File: src/hw/rtl/vbcr_pkg.sv
// Shared types and constants for the value batch color ramp.
// No dependencies; the core, the divider, the blend unit and the testbench import this package.
package vbcr_pkg;

    // default configuration of the top level
    localparam int DEF_MAX_VALUES  = 64;
    localparam int DEF_SAMPLE_BITS = 16;

    // blend weight, unsigned Q1.16
    localparam int FRAC_BITS = 16;
    localparam int T_BITS    = FRAC_BITS + 1;
    localparam logic [T_BITS-1:0] T_ONE = T_BITS'(1) << FRAC_BITS;

    // divider produces the fraction bits of the weight
    localparam int Q_BITS       = FRAC_BITS;
    localparam int DIV_CNT_BITS = $clog2(Q_BITS + 1);

    // one color channel of the blend: 8 x 17 products plus rounding
    localparam int CHAN_BITS  = 8;
    localparam int COLOR_BITS = 4 * CHAN_BITS;
    localparam int SUM_BITS   = CHAN_BITS + T_BITS + 1;
    localparam logic [SUM_BITS-1:0] ROUND_HALF = SUM_BITS'(1) << (FRAC_BITS - 1);

    // output slot field
    localparam int SLOT_BITS = 6;

    // register bus
    localparam int ADDR_BITS = 3;
    localparam int DATA_BITS = 32;

    typedef enum logic [0:0] {
        REG_LOW_COLOR  = 1'b0,
        REG_HIGH_COLOR = 1'b1
    } t_reg_idx;

    // sequencer states
    typedef enum logic [2:0] {
        S_IDLE,
        S_READ,
        S_SETUP,
        S_DIV,
        S_BLGO,
        S_BLEND,
        S_PUSH
    } t_state;

    // status of a shared multi-cycle unit
    typedef struct packed {
        logic busy;
        logic done;
    } t_unit_status;

endpackage

File: src/hw/rtl/value_batch_color_ramp_core.sv
// Batch color ramp: samples are stored one per cycle while the running minimum and
// maximum are tracked; the request that carries final_item starts the emission of one
// RGBA color per stored sample, in arrival order, blended between low_color and
// high_color by t = (v - min) / (max - min) in Q1.16. During emission o_in_stall
// stays high; each color passes through the RAM read, setup, 16 steps of the
// bit-serial divider, 4 steps of the shared channel multiply-add unit and the
// output load when the weight must be divided, and skips the divider when the
// weight is 0 or 1.0 or the batch is flat. The output register lets a finished
// color wait while the next one is computed, and input is taken again once the
// last color of the batch sits in that register.
// Depends on vbcr_pkg, vbcr_ram, vbcr_divider and vbcr_blend.
module value_batch_color_ramp_core #(
    parameter int MAX_VALUES  = vbcr_pkg::DEF_MAX_VALUES,
    parameter int SAMPLE_BITS = vbcr_pkg::DEF_SAMPLE_BITS
) (
    input  logic                              i_clk,
    input  logic                              i_rst_n,
    // sample requests
    input  logic                              i_in_valid,
    output logic                              o_in_stall,
    input  logic signed [SAMPLE_BITS-1:0]     i_sample,
    input  logic                              i_final_item,
    // color results
    output logic                              o_out_valid,
    input  logic                              i_out_stall,
    output logic [vbcr_pkg::SLOT_BITS-1:0]    o_slot,
    output logic [vbcr_pkg::CHAN_BITS-1:0]    o_red,
    output logic [vbcr_pkg::CHAN_BITS-1:0]    o_green,
    output logic [vbcr_pkg::CHAN_BITS-1:0]    o_blue,
    output logic [vbcr_pkg::CHAN_BITS-1:0]    o_alpha,
    output logic                              o_overflowed,
    output logic                              o_end_of_run,
    // register bus
    input  logic                              psel,
    input  logic                              penable,
    input  logic                              pwrite,
    input  logic [vbcr_pkg::ADDR_BITS-1:0]    paddr,
    input  logic [vbcr_pkg::DATA_BITS-1:0]    pwdata,
    output logic [vbcr_pkg::DATA_BITS-1:0]    prdata,
    output logic                              pready
);
    import vbcr_pkg::*;

    localparam int CW = $clog2(MAX_VALUES + 1);
    localparam int AW = (MAX_VALUES > 1) ? $clog2(MAX_VALUES) : 1;
    localparam logic [CW-1:0] MAX_CNT = CW'(MAX_VALUES);
    localparam logic signed [SAMPLE_BITS-1:0] SAMPLE_TOP =
        {1'b0, {(SAMPLE_BITS-1){1'b1}}};
    localparam logic signed [SAMPLE_BITS-1:0] SAMPLE_BOTTOM =
        {1'b1, {(SAMPLE_BITS-1){1'b0}}};

    // control state
    t_state                         r_state, n_state;
    logic [CW-1:0]                  r_count, n_count;
    logic signed [SAMPLE_BITS-1:0]  r_min, n_min;
    logic signed [SAMPLE_BITS-1:0]  r_max, n_max;
    logic                           r_ovf, n_ovf;
    logic [CW-1:0]                  r_slot, n_slot;
    logic                           r_out_valid, n_out_valid;

    // payload
    logic [T_BITS-1:0]              r_t, n_t;
    logic [SLOT_BITS-1:0]           r_out_slot, n_out_slot;
    logic [COLOR_BITS-1:0]          r_out_color, n_out_color;
    logic                           r_out_ovf, n_out_ovf;
    logic                           r_out_eor, n_out_eor;

    // configuration
    logic [COLOR_BITS-1:0]          r_low;
    logic [COLOR_BITS-1:0]          r_high;

    logic                           in_accept;
    logic                           out_take;
    logic                           wr_en;
    logic [SAMPLE_BITS-1:0]         rd_data;
    logic signed [SAMPLE_BITS-1:0]  x;
    logic [SAMPLE_BITS:0]           d_wide;
    logic [SAMPLE_BITS:0]           span_wide;
    logic                           flat;
    logic                           last_slot;
    logic                           div_start;
    logic [Q_BITS-1:0]              div_q;
    t_unit_status                   div_st;
    logic                           bl_start;
    logic [COLOR_BITS-1:0]          bl_color;
    t_unit_status                   bl_st;
    logic                           cfg_wr;

    // sample store
    assign wr_en = in_accept && (r_count < MAX_CNT);

    vbcr_ram #(
        .WIDTH (SAMPLE_BITS),
        .DEPTH (MAX_VALUES)
    ) u_store (
        .i_clk     (i_clk),
        .i_wr_en   (wr_en),
        .i_wr_addr (r_count[AW-1:0]),
        .i_wr_data (i_sample),
        .i_rd_en   (r_state == S_READ),
        .i_rd_addr (r_slot[AW-1:0]),
        .o_rd_data (rd_data)
    );

    vbcr_divider #(
        .SAMPLE_BITS (SAMPLE_BITS)
    ) u_div (
        .i_clk      (i_clk),
        .i_rst_n    (i_rst_n),
        .i_start    (div_start),
        .i_dividend (d_wide[SAMPLE_BITS-1:0]),
        .i_divisor  (span_wide[SAMPLE_BITS-1:0]),
        .o_quot     (div_q),
        .o_status   (div_st)
    );

    vbcr_blend u_blend (
        .i_clk        (i_clk),
        .i_rst_n      (i_rst_n),
        .i_start      (bl_start),
        .i_weight     (r_t),
        .i_low_color  (r_low),
        .i_high_color (r_high),
        .o_color      (bl_color),
        .o_status     (bl_st)
    );

    // offsets from the minimum; both are non-negative where they are used
    always_comb begin
        x         = signed'(rd_data);
        d_wide    = {x[SAMPLE_BITS-1], x} - {r_min[SAMPLE_BITS-1], r_min};
        span_wide = {r_max[SAMPLE_BITS-1], r_max} - {r_min[SAMPLE_BITS-1], r_min};
        flat      = !(r_max > r_min);
        last_slot = ((r_slot + CW'(1)) == r_count);
    end

    // handshakes
    assign in_accept = i_in_valid && (r_state == S_IDLE);
    assign out_take  = r_out_valid && !i_out_stall;

    // sequencer: next state and datapath control
    always_comb begin
        n_state     = r_state;
        n_count     = r_count;
        n_min       = r_min;
        n_max       = r_max;
        n_ovf       = r_ovf;
        n_slot      = r_slot;
        n_out_valid = r_out_valid;
        n_t         = r_t;
        n_out_slot  = r_out_slot;
        n_out_color = r_out_color;
        n_out_ovf   = r_out_ovf;
        n_out_eor   = r_out_eor;
        div_start   = 1'b0;
        bl_start    = 1'b0;

        if (out_take) begin
            n_out_valid = 1'b0;
        end

        case (r_state)
            S_IDLE: begin
                if (in_accept) begin
                    if (r_count < MAX_CNT) begin
                        n_count = r_count + CW'(1);
                        if (i_sample < r_min) begin
                            n_min = i_sample;
                        end
                        if (i_sample > r_max) begin
                            n_max = i_sample;
                        end
                    end else begin
                        n_ovf = 1'b1;
                    end
                    if (i_final_item) begin
                        n_slot  = '0;
                        n_state = S_READ;
                    end
                end
            end
            S_READ: begin
                n_state = S_SETUP;
            end
            S_SETUP: begin
                // weight at the ends of the ramp needs no division
                if (flat || (x <= r_min)) begin
                    n_t     = '0;
                    n_state = S_BLGO;
                end else if (x >= r_max) begin
                    n_t     = T_ONE;
                    n_state = S_BLGO;
                end else begin
                    div_start = 1'b1;
                    n_state   = S_DIV;
                end
            end
            S_DIV: begin
                if (div_st.done) begin
                    n_t     = {1'b0, div_q};
                    n_state = S_BLGO;
                end
            end
            S_BLGO: begin
                bl_start = 1'b1;
                n_state  = S_BLEND;
            end
            S_BLEND: begin
                if (bl_st.done) begin
                    n_state = S_PUSH;
                end
            end
            S_PUSH: begin
                if (!r_out_valid || out_take) begin
                    n_out_valid = 1'b1;
                    n_out_slot  = SLOT_BITS'(r_slot);
                    n_out_color = bl_color;
                    n_out_ovf   = r_ovf;
                    n_out_eor   = last_slot;
                    if (last_slot) begin
                        // batch done, back to reset values
                        n_count = '0;
                        n_min   = SAMPLE_TOP;
                        n_max   = SAMPLE_BOTTOM;
                        n_ovf   = 1'b0;
                        n_state = S_IDLE;
                    end else begin
                        n_slot  = r_slot + CW'(1);
                        n_state = S_READ;
                    end
                end
            end
            default: begin
                n_state = S_IDLE;
            end
        endcase
    end

    // control registers
    always_ff @(posedge i_clk) begin
        if (!i_rst_n) begin
            r_state     <= S_IDLE;
            r_count     <= '0;
            r_min       <= SAMPLE_TOP;
            r_max       <= SAMPLE_BOTTOM;
            r_ovf       <= 1'b0;
            r_slot      <= '0;
            r_out_valid <= 1'b0;
        end else begin
            r_state     <= n_state;
            r_count     <= n_count;
            r_min       <= n_min;
            r_max       <= n_max;
            r_ovf       <= n_ovf;
            r_slot      <= n_slot;
            r_out_valid <= n_out_valid;
        end
    end

    // payload registers
    always_ff @(posedge i_clk) begin
        r_t         <= n_t;
        r_out_slot  <= n_out_slot;
        r_out_color <= n_out_color;
        r_out_ovf   <= n_out_ovf;
        r_out_eor   <= n_out_eor;
    end

    // register bus write
    assign cfg_wr = psel && penable && pwrite && pready;

    always_ff @(posedge i_clk) begin
        if (!i_rst_n) begin
            r_low  <= '0;
            r_high <= '1;
        end else if (cfg_wr) begin
            case (t_reg_idx'(paddr[2]))
                REG_LOW_COLOR:  r_low  <= pwdata;
                REG_HIGH_COLOR: r_high <= pwdata;
                default: ;
            endcase
        end
    end

    // register bus read
    always_comb begin
        case (t_reg_idx'(paddr[2]))
            REG_LOW_COLOR:  prdata = r_low;
            REG_HIGH_COLOR: prdata = r_high;
            default:        prdata = '0;
        endcase
    end

    assign pready = 1'b1;

    // outputs
    assign o_in_stall   = (r_state != S_IDLE);
    assign o_out_valid  = r_out_valid;
    assign o_slot       = r_out_slot;
    assign o_red        = r_out_color[3*CHAN_BITS +: CHAN_BITS];
    assign o_green      = r_out_color[2*CHAN_BITS +: CHAN_BITS];
    assign o_blue       = r_out_color[CHAN_BITS +: CHAN_BITS];
    assign o_alpha      = r_out_color[0 +: CHAN_BITS];
    assign o_overflowed = r_out_ovf;
    assign o_end_of_run = r_out_eor;

    // stored count never passes capacity
    a_count_bound: assert property (@(posedge i_clk) disable iff (!i_rst_n)
        r_count <= MAX_CNT)
        else $error("stored count beyond capacity");

    // emission never runs on an empty batch
    a_emit_nonempty: assert property (@(posedge i_clk) disable iff (!i_rst_n)
        (r_state != S_IDLE) |-> (r_count != '0))
        else $error("emission with empty batch");

    // the two shared units never work at once
    a_units_exclusive: assert property (@(posedge i_clk) disable iff (!i_rst_n)
        !(div_st.busy && bl_st.busy))
        else $error("divider and blend unit busy together");

    // a divider result only shows up while the sequencer waits for it
    a_div_done_state: assert property (@(posedge i_clk) disable iff (!i_rst_n)
        div_st.done |-> (r_state == S_DIV))
        else $error("divider done outside its wait state");

endmodule

File: src/hw/rtl/vbcr_ram.sv
// Generic single-write, single-read RAM with registered read data.
// No package dependencies.
module vbcr_ram #(
    parameter int WIDTH = 16,
    parameter int DEPTH = 64
) (
    input  logic                                   i_clk,
    input  logic                                   i_wr_en,
    input  logic [((DEPTH > 1) ? $clog2(DEPTH) : 1)-1:0] i_wr_addr,
    input  logic [WIDTH-1:0]                       i_wr_data,
    input  logic                                   i_rd_en,
    input  logic [((DEPTH > 1) ? $clog2(DEPTH) : 1)-1:0] i_rd_addr,
    output logic [WIDTH-1:0]                       o_rd_data
);

    logic [WIDTH-1:0] r_mem [DEPTH];
    logic [WIDTH-1:0] r_rd_data;

    // write port
    always_ff @(posedge i_clk) begin
        if (i_wr_en) begin
            r_mem[i_wr_addr] <= i_wr_data;
        end
    end

    // registered read port
    always_ff @(posedge i_clk) begin
        if (i_rd_en) begin
            r_rd_data <= r_mem[i_rd_addr];
        end
    end

    assign o_rd_data = r_rd_data;

endmodule

File: src/hw/rtl/vbcr_divider.sv
// Restoring divider, one quotient bit per cycle, for the blend weight.
// Depends on vbcr_pkg for the quotient width and the status struct.
module vbcr_divider #(
    parameter int SAMPLE_BITS = vbcr_pkg::DEF_SAMPLE_BITS
) (
    input  logic                           i_clk,
    input  logic                           i_rst_n,
    input  logic                           i_start,
    input  logic [SAMPLE_BITS-1:0]         i_dividend,
    input  logic [SAMPLE_BITS-1:0]         i_divisor,
    output logic [vbcr_pkg::Q_BITS-1:0]    o_quot,
    output vbcr_pkg::t_unit_status         o_status
);
    import vbcr_pkg::*;

    logic                    r_busy;
    logic                    r_done;
    logic [DIV_CNT_BITS-1:0] r_cnt;
    logic [SAMPLE_BITS-1:0]  r_rem;
    logic [SAMPLE_BITS-1:0]  r_den;
    logic [Q_BITS-1:0]       r_q;

    logic [SAMPLE_BITS:0]    shifted;
    logic [SAMPLE_BITS:0]    diff;
    logic                    fits;

    // one shift, compare and subtract step; remainder stays below the divisor
    always_comb begin
        shifted = {r_rem, 1'b0};
        diff    = shifted - {1'b0, r_den};
        fits    = (shifted >= {1'b0, r_den});
    end

    // step control
    always_ff @(posedge i_clk) begin
        if (!i_rst_n) begin
            r_busy <= 1'b0;
            r_done <= 1'b0;
            r_cnt  <= '0;
        end else begin
            r_done <= 1'b0;
            if (i_start) begin
                r_busy <= 1'b1;
                r_cnt  <= DIV_CNT_BITS'(Q_BITS);
            end else if (r_busy) begin
                r_cnt <= r_cnt - DIV_CNT_BITS'(1);
                if (r_cnt == DIV_CNT_BITS'(1)) begin
                    r_busy <= 1'b0;
                    r_done <= 1'b1;
                end
            end
        end
    end

    // datapath
    always_ff @(posedge i_clk) begin
        if (i_start) begin
            r_rem <= i_dividend;
            r_den <= i_divisor;
            r_q   <= '0;
        end else if (r_busy) begin
            r_rem <= fits ? diff[SAMPLE_BITS-1:0] : shifted[SAMPLE_BITS-1:0];
            r_q   <= {r_q[Q_BITS-2:0], fits};
        end
    end

    assign o_quot        = r_q;
    assign o_status.busy = r_busy;
    assign o_status.done = r_done;

endmodule

File: src/hw/rtl/vbcr_blend.sv
// Shared multiply-add unit that blends the two colors one channel per cycle.
// Depends on vbcr_pkg for the weight format and the status struct.
module vbcr_blend (
    input  logic                              i_clk,
    input  logic                              i_rst_n,
    input  logic                              i_start,
    input  logic [vbcr_pkg::T_BITS-1:0]       i_weight,
    input  logic [vbcr_pkg::COLOR_BITS-1:0]   i_low_color,
    input  logic [vbcr_pkg::COLOR_BITS-1:0]   i_high_color,
    output logic [vbcr_pkg::COLOR_BITS-1:0]   o_color,
    output vbcr_pkg::t_unit_status            o_status
);
    import vbcr_pkg::*;

    logic                  r_busy;
    logic                  r_done;
    logic [1:0]            r_pos;
    logic [T_BITS-1:0]     r_w;
    logic [COLOR_BITS-1:0] r_color;

    logic [CHAN_BITS-1:0]  chan_lo;
    logic [CHAN_BITS-1:0]  chan_hi;
    logic [T_BITS-1:0]     inv_w;
    logic [SUM_BITS-1:0]   prod_lo;
    logic [SUM_BITS-1:0]   prod_hi;
    logic [SUM_BITS-1:0]   sum;

    // lo*(1-t) + hi*t + half, rounded back to 8 bits
    always_comb begin
        chan_lo = i_low_color[CHAN_BITS*r_pos +: CHAN_BITS];
        chan_hi = i_high_color[CHAN_BITS*r_pos +: CHAN_BITS];
        inv_w   = T_ONE - r_w;
        prod_lo = SUM_BITS'(chan_lo) * SUM_BITS'(inv_w);
        prod_hi = SUM_BITS'(chan_hi) * SUM_BITS'(r_w);
        sum     = prod_lo + prod_hi + ROUND_HALF;
    end

    // channel sequencing, red first
    always_ff @(posedge i_clk) begin
        if (!i_rst_n) begin
            r_busy <= 1'b0;
            r_done <= 1'b0;
            r_pos  <= '0;
        end else begin
            r_done <= 1'b0;
            if (i_start) begin
                r_busy <= 1'b1;
                r_pos  <= 2'd3;
            end else if (r_busy) begin
                r_pos <= r_pos - 2'd1;
                if (r_pos == 2'd0) begin
                    r_busy <= 1'b0;
                    r_done <= 1'b1;
                end
            end
        end
    end

    // weight capture and channel results
    always_ff @(posedge i_clk) begin
        if (i_start) begin
            r_w <= i_weight;
        end else if (r_busy) begin
            r_color[CHAN_BITS*r_pos +: CHAN_BITS] <= sum[FRAC_BITS +: CHAN_BITS];
        end
    end

    assign o_color       = r_color;
    assign o_status.busy = r_busy;
    assign o_status.done = r_done;

endmodule

File: config.mk
export PLATFORM = sky130hd
export DESIGN_NAME = value_batch_color_ramp_core
export DESIGN_NICKNAME = d
export VERILOG_FILES = /design/src/hw/rtl/vbcr_pkg.sv /design/src/hw/rtl/value_batch_color_ramp_core.sv /design/src/hw/rtl/vbcr_ram.sv /design/src/hw/rtl/vbcr_divider.sv /design/src/hw/rtl/vbcr_blend.sv
export SDC_FILE = /design/constraint.sdc
export NUM_CORES = 2
export LEC_CHECK = 0
export ABC_AREA = 1
export BUFFER_PORTS_ARGS = -buffer_cell sky130_fd_sc_hd__buf_2
export CORE_MARGIN = 4
export CORE_UTILIZATION = 60
export DETAILED_ROUTE_END_ITERATION = 8
export PLACE_DENSITY = 0.87
export SLEW_MARGIN = 25
export SYNTH_ARGS = -nofsm -noshare
export SYNTH_HDL_FRONTEND = slang
export SYNTH_SLANG_ARGS = --single-unit
File: constraint.sdc
create_clock -name i_clk -period 13.77 [get_ports i_clk]
set_input_delay 0.6885 -clock i_clk [delete_from_list [all_inputs] [get_ports i_clk]]
set_output_delay 0.6885 -clock i_clk [all_outputs]
set_load 0.01 [all_outputs]
; ---- Word-level counts from Yosys, hierarchy flattened
; Memories as Yosys holds them, arrays and structs flattened. A register that Yosys moved wholly into a read port is not among the register bits.
; Index checks and enable logic that the tools add are counted.
[op_classes]
add_sub_neg = 11
mul = 2
div = 0
magnitude_cmp = 7
eq_ne = 20
shifts = 4
muxes = 66
bitwise = 5
reduce_logical = 31
[ops]
columns = op, n
row1 = 16-bit 2-to-1 mux, 13
row2 = 16-bit case mux with 2 select lines, 2
row3 = 32-bit case mux with 2 select lines, 1
row4 = 32-bit by 6-bit indexed part select with 8-bit output, 2
row5 = 7-bit 2-to-1 mux, 8
row6 = 17-bit 2-to-1 mux, 3
row7 = 8-bit by 17-bit multiplier with 24-bit output, 2
row8 = 16-bit subtractor, 3
row9 = 5-bit negation with 34-bit output, 1
row10 = 17-bit case mux with 2 select lines, 1
row11 = "8-bit by 34-bit variable shift with 32-bit output, first input constant", 1
row12 = 8-bit by 34-bit indexed part select with 32-bit output, 1
row13 = 32-bit bitwise mux, 1
row14 = 16-bit greater-than comparator, 2
row15 = 7-bit case mux with 2 select lines, 2
row16 = "24-bit by 16-bit adder with 24-bit output, second input constant", 1
row17 = 24-bit adder, 1
row18 = 1-bit 2-to-1 mux, 22
row19 = 3-bit 2-to-1 mux, 7
row20 = 3-bit case mux with 7 select lines, 1
row21 = 5-bit AND reduction, 4
row22 = 17-bit by 16-bit greater-or-equal comparator with 1-bit output, 1
row23 = "17-bit subtractor, first input constant", 1
row24 = 16-bit greater-or-equal comparator, 1
row25 = 30 further kinds, 64
[totals]
register_bits = 280
latchBits = 0
ram_bits = 1024
mem_bits_ro = 0
word_cells = 173
mem_count = 1
[memory_table]
columns = memory, words, width, rd, rd_clocked_by_memory_dff, wr, line
row1 = u_store.r_mem, 64, 16, 1, 1, 1, vbcr_ram.sv:16  ; logic [WIDTH-1:0] r_mem [DEPTH];

; ---- Logic depth before layout (Yosys ltp)
[logic_depth]
word_depth = 6
ltp_mapped = 37
ltp_nobuf = 36

; ---- By module
; From an unflattened synthesis, not the netlist that was laid out.
[unflattened]
hier_cells = 6706
area_unflattened_um2 = 67090.6
[by_module_without_submodules]
columns = mod, n_inst, cells_each, area_per_inst_um2
row1 = vbcr_ram, 1, 3517, 42259.3
row2 = vbcr_blend, 1, 1455, 11578.6
row3 = value_batch_color_ramp_core, 1, 1287, 9764.4
row4 = vbcr_divider, 1, 447, 3488.3

; ---- Worst setup path before layout
; Ideal clock, no wire load.
[synth_path]
kind = register to register
start = register u_blend.r_w[0]
end = register u_blend.r_color[11], in the netlist u_blend.o_color[11], data pin
arrival_ps = 6562
required_time_ps = 13629
setup_slack_ps = 7067
stages_incl_launch_ff = 34
n_path_buf = 1
path_cell_list = edfxtp_1 > inv_1 > clkbuf_1 > ha_1 > nand2_1 > nor2_1 > nand2_2 > nor2_4 > inv_1 > nor2_1 > nand2_1 > o21ai_0 > nand2_1 > inv_1 > nand2_1 > fa_1 > fa_1 > inv_1 > fa_1 > inv_1 > fa_1 > fa_1 > fa_1 > inv_1 > ha_1 > nand2_1 > nor2_1 > inv_1 > nor3_1 > nand4_1 > nand3_1 > xor2_1 > nand3_1 > nor2_1
[synth_between]
elab_chain_len = 6
elab_cells_between_ends = 7
classes_between = add/sub: 3 / mul: 2 / shift: 1 / mux: 1
[synth_lines]
columns = element, line
row1 = "start, declared", vbcr_blend.sv:18  ; logic [T_BITS-1:0] r_w;
row2 = "start signal, assigned", vbcr_blend.sv:62  ; r_w <= i_weight;
row3 = 17-bit subtractor, vbcr_blend.sv:32  ; inv_w = T_ONE - r_w;
row4 = 8-bit by 17-bit multiplier with 24-bit output, vbcr_blend.sv:33  ; prod_lo = SUM_BITS'(chan_lo) * SUM_BITS'(inv_w);
row5 = 24-bit adder *, vbcr_blend.sv:35  ; sum = prod_lo + prod_hi + ROUND_HALF;
row6 = 24-bit by 16-bit adder with 24-bit output *, vbcr_blend.sv:35
row7 = 8-bit by 34-bit indexed part select with 32-bit output *, vbcr_blend.sv:64  ; r_color[CHAN_BITS*r_pos +: CHAN_BITS] <= sum[FRAC_BITS +: CHAN_BITS];
row8 = 32-bit bitwise mux *, vbcr_blend.sv:64
row9 = "end signal, assigned by index", vbcr_blend.sv:64
row10 = "end, declared", vbcr_blend.sv:19  ; logic [COLOR_BITS-1:0] r_color;
; Every way passes the cells marked *; elsewhere a longest branch is shown, timed or not.
; A chain may end at the register's enable or synchronous reset.

; ---- Worst setup path after layout
; Ends and elaborated chain as after synthesis.

==> results.tsv <==
stage	metric	value	unit
run_status	status	complete, no violations	
worst_setup_path	critPathKind	reg -> reg	
timing	tightest_slew	1.06	ns
cells_and_area	final_layout_size_suffix_gt1_share	8.49	%
die	die_w	336	um
global_routing	use_met1	36.8	%
global_routing	grt_max_degree	183	
clock_tree	clock_sinks	1320	
drt	drt-initial-drc-count	6023	
global_routing	first_global_vias	46500	
timing	maxClockFrequency	0.126	GHz
synthesis	syn_nets	6273	
global_routing	gr-usage-met3	6.90	%
clock_tree	cts_tree	done	
cells_and_area	regArea	0.0382	mm^2
worst_setup_path	crit_slowest_cell	fa_1	
drt	drtAntennaViolNets	0	
global_routing	grt_use_met2	50.2	%
clock_tree	numCtsBuffers	132	
timing	slew_headroom	29.1	%
timing	setup_tns	0	ns
drt	drc	0	
synthesis	synth.distinct_cells	55	
drt	vias_per_cell	6.28	
cells_and_area	multi_input_area	0.0230	mm^2
worst_setup_path	max_stage_delay	0.54	ns
worst_hold_path	hold_path.class	in -> reg	
drt	wl_per_cell	23.2	um
synthesis	yosysSeqAreaShare	59.1	%
die	core_area	0.107	mm^2
synthesis	syn_area	0.0647	mm^2
placed_design	post-dp-hpwl	104	mm
global_routing	antenna_found_initial	5	
synthesis	ys_seq_elements	1320	
timing	hold_viol_final	0	
drt	drt_first_pass_iters	7	
die	die_area	0.113	mm^2
synthesis	synthArstFlopShare	0	%
timing	period_share	57.8	%
clock_tree	post_cts_resized	0	
drt	route.vias.total	46400	
worst_setup_path	cp-start-kind	register	
worst_setup_path	cp_data_arrival_time	8.55	ns
placed_design	port_buffers	130	
synthesis	yosys_warnings	0	
synthesis	yosys_most_used_dff	edfxtp_1	
flow_run	cap_violations	0	
global_routing	grt_util_all_layers	30.1	%
die	ios	134	
placed_design	gp_congestion	0.966	
global_routing	grt_overflow	0	
worst_setup_path	cp_max_fo	13	
synthesis	synthCells	5809	
cells_and_area	fillers	7303	
timing	maxSlewViolCount	0	
worst_setup_path	required	14.36	ns
synthesis	postSynthAreaPerCell	11.1	um^2
clock_tree	cts_root_buffer	clkbuf_16	
clock_tree	ctsHtreeMaxLevel	4	
global_routing	grt_pass1_wl	261	mm
worst_setup_path	cp-end-kind	register	
clock_tree	insertion_delay	0.76	ns
die	die_h	336	um
timing	rsz0062_at_grt	no	
clock_tree	path_clk_slew	0.06	ns
timing	period_minus_slack	7.96	ns
cells_and_area	nets	6346	
drt	wl	172	mm
clock_tree	cts_hold_buffers	0	
synthesis	synth-edff-count	1178	
clock_tree	postCtsSetupRepairBufs	0	
cells_and_area	syn2layout_area_growth	9.86	%
timing	fin_worst_skew	0.0532	ns
global_routing	gr-max-usage-layer	met2	
timing	finalSetupViolCount	0	
clock_tree	cts.path.max_buffers	3	
die	row_count	120	
die	start_util	60.4	%
[synthesized netlist by cell type, drive strengths merged (2+ instances only)]
cell type / instances / area share (%)
a21boi: 4 / 0.046
a21o: 12 / 0.14
a21oi: 146 / 1.1
a31oi: 13 / 0.13
and3: 3 / 0.029
buf: 81 / 0.74
clkbuf: 230 / 1.4
clkinv: 10 / 0.058
dfxtp: 142 / 4.4
edfxtp: 1178 / 55
fa: 221 / 6.8
ha: 184 / 3.6
inv: 563 / 3.3
mux2i: 126 / 2.0
nand2: 765 / 4.5
nand3: 282 / 2.2
nand3b: 3 / 0.035
nand4: 22 / 0.25
nor2: 783 / 4.6
nor3: 30 / 0.25
nor3b: 2 / 0.023
nor4: 3 / 0.029
o211ai: 142 / 1.6
o21a: 3 / 0.035
o21ai: 512 / 4.0
o21bai: 6 / 0.070
o221ai: 127 / 1.7
o22ai: 132 / 1.3
or2: 19 / 0.18
xnor2: 19 / 0.26
xor2: 38 / 0.51
[logic make-up after synthesis]
| kind of cell | Yosys count | share of synthesized area [%] |
|---|---|---|
| fa+ha+maj | 405 | 10.4 |
| buf+inv | 884 | 5.41 |
| compound gates | 1103 | 10.3 |
| other cells | 1 | 0.00580 |
| flops | 1320 | 59.1 |
| simple gates | 1913 | 12.1 |
| mux | 126 | 1.95 |
| xor+xnor | 57 | 0.772 |
[cells in the final DEF, fill, tap and decap left out, drive strengths merged, types with 22 or more instances in the layout]
master / netlist / layout
mux2i: 126 / 126
clkinv: 10 / 59
nor3: 30 / 30
dfxtp: 142 / 142
o211ai: 142 / 142
clkbuf: 230 / 164
nor2: 783 / 783
nand4: 22 / 22
o221ai: 127 / 127
inv: 563 / 570
edfxtp: 1178 / 1178
xor2: 38 / 38
buf: 81 / 250
a21oi: 146 / 146
o21ai: 512 / 512
o22ai: 132 / 132
nand2: 765 / 765
ha: 184 / 184
fa: 221 / 221
nand3: 282 / 282
[registers in the layout (all words and copies together), names as in the netlist, 2 cells and up]
register	cells
o_slot	6
r_count	7
r_high	32
r_low	32
r_max	16
r_min	16
r_out_color	32
r_slot	7
r_state	3
r_t	17
u_blend.o_color	32
u_blend.r_pos	2
u_blend.r_w	17
u_div.o_quot	16
u_div.r_cnt	5
u_div.r_den	16
u_div.r_rem	16
u_store.o_rd_data	16
u_store.r_mem	1024
[per-stage QoR]
| stage | hold WS, ns | setup WS (ns) | cell area [um^2] | instances | util (%) |
|---|---|---|---|---|---|
| after global placement | 0.400 | 6.07 | 66700 | 7151 | 62.3 |
| after detailed placement | 0.405 | 5.96 | 66700 | 7151 | 62.3 |
| after floorplan | 0.400 | 7.07 | 64700 | 5809 | - |
| after CTS | 0.123 | 5.93 | 71000 | 7387 | 66.4 |
| final | 0.153 | 5.81 | 71100 | 7391 | 66.4 |
| after global routing | 0.150 | 5.29 | 71100 | 7389 | 66.4 |
[area by class of cell]
| type | count | share of cell area (%) |
|---|---|---|
| inverter | 573 | 3.04 |
| antenna | 4 | 0.0141 |
| timing repair buffer | 250 | 2.20 |
| clock buffer | 164 | 5.01 |
| sequential | 1320 | 53.8 |
| clock inverter | 72 | 1.13 |
| multi-input combinational | 3605 | 32.3 |
| tap | 1403 | 2.47 |
[worst paths after layout]
kind                            cells after the start  slack (ns)                start                  end
worst max-delay path                               31        5.81       u_blend.r_w[0]  u_blend.o_color[11]
worst min register to register                      0        0.41  u_blend.o_color[12]      r_out_color[12]
worst min-delay path                                3        0.15            pwdata[9]            r_high[9]
worst max register to register                     31        5.81       u_blend.r_w[0]  u_blend.o_color[11]
[layer usage]
| layer | wire length, um | part of all wire (%) |
|---|---|---|
| met2 | 83200 | 48 |
| met5 | 0 | 0 |
| met3 | 19700 | 11 |
| met4 | 9440 | 5.5 |
| met1 | 59500 | 35 |
[worst max-delay path: cells and delay by family, from the launching register on]
family | cells | cell delay, ns
XOR/XNOR | 1 | 0.40
buffers and inverters | 6 | 0.81
flip-flops | 1 | 0.53
AND/OR/NAND/NOR | 16 | 2.47
adder cells (fa/ha/maj) | 8 | 3.59
Power is left out: the tool's default activity adds up to more than one toggle a clock period on the data nets, which glitch-free logic cannot reach.
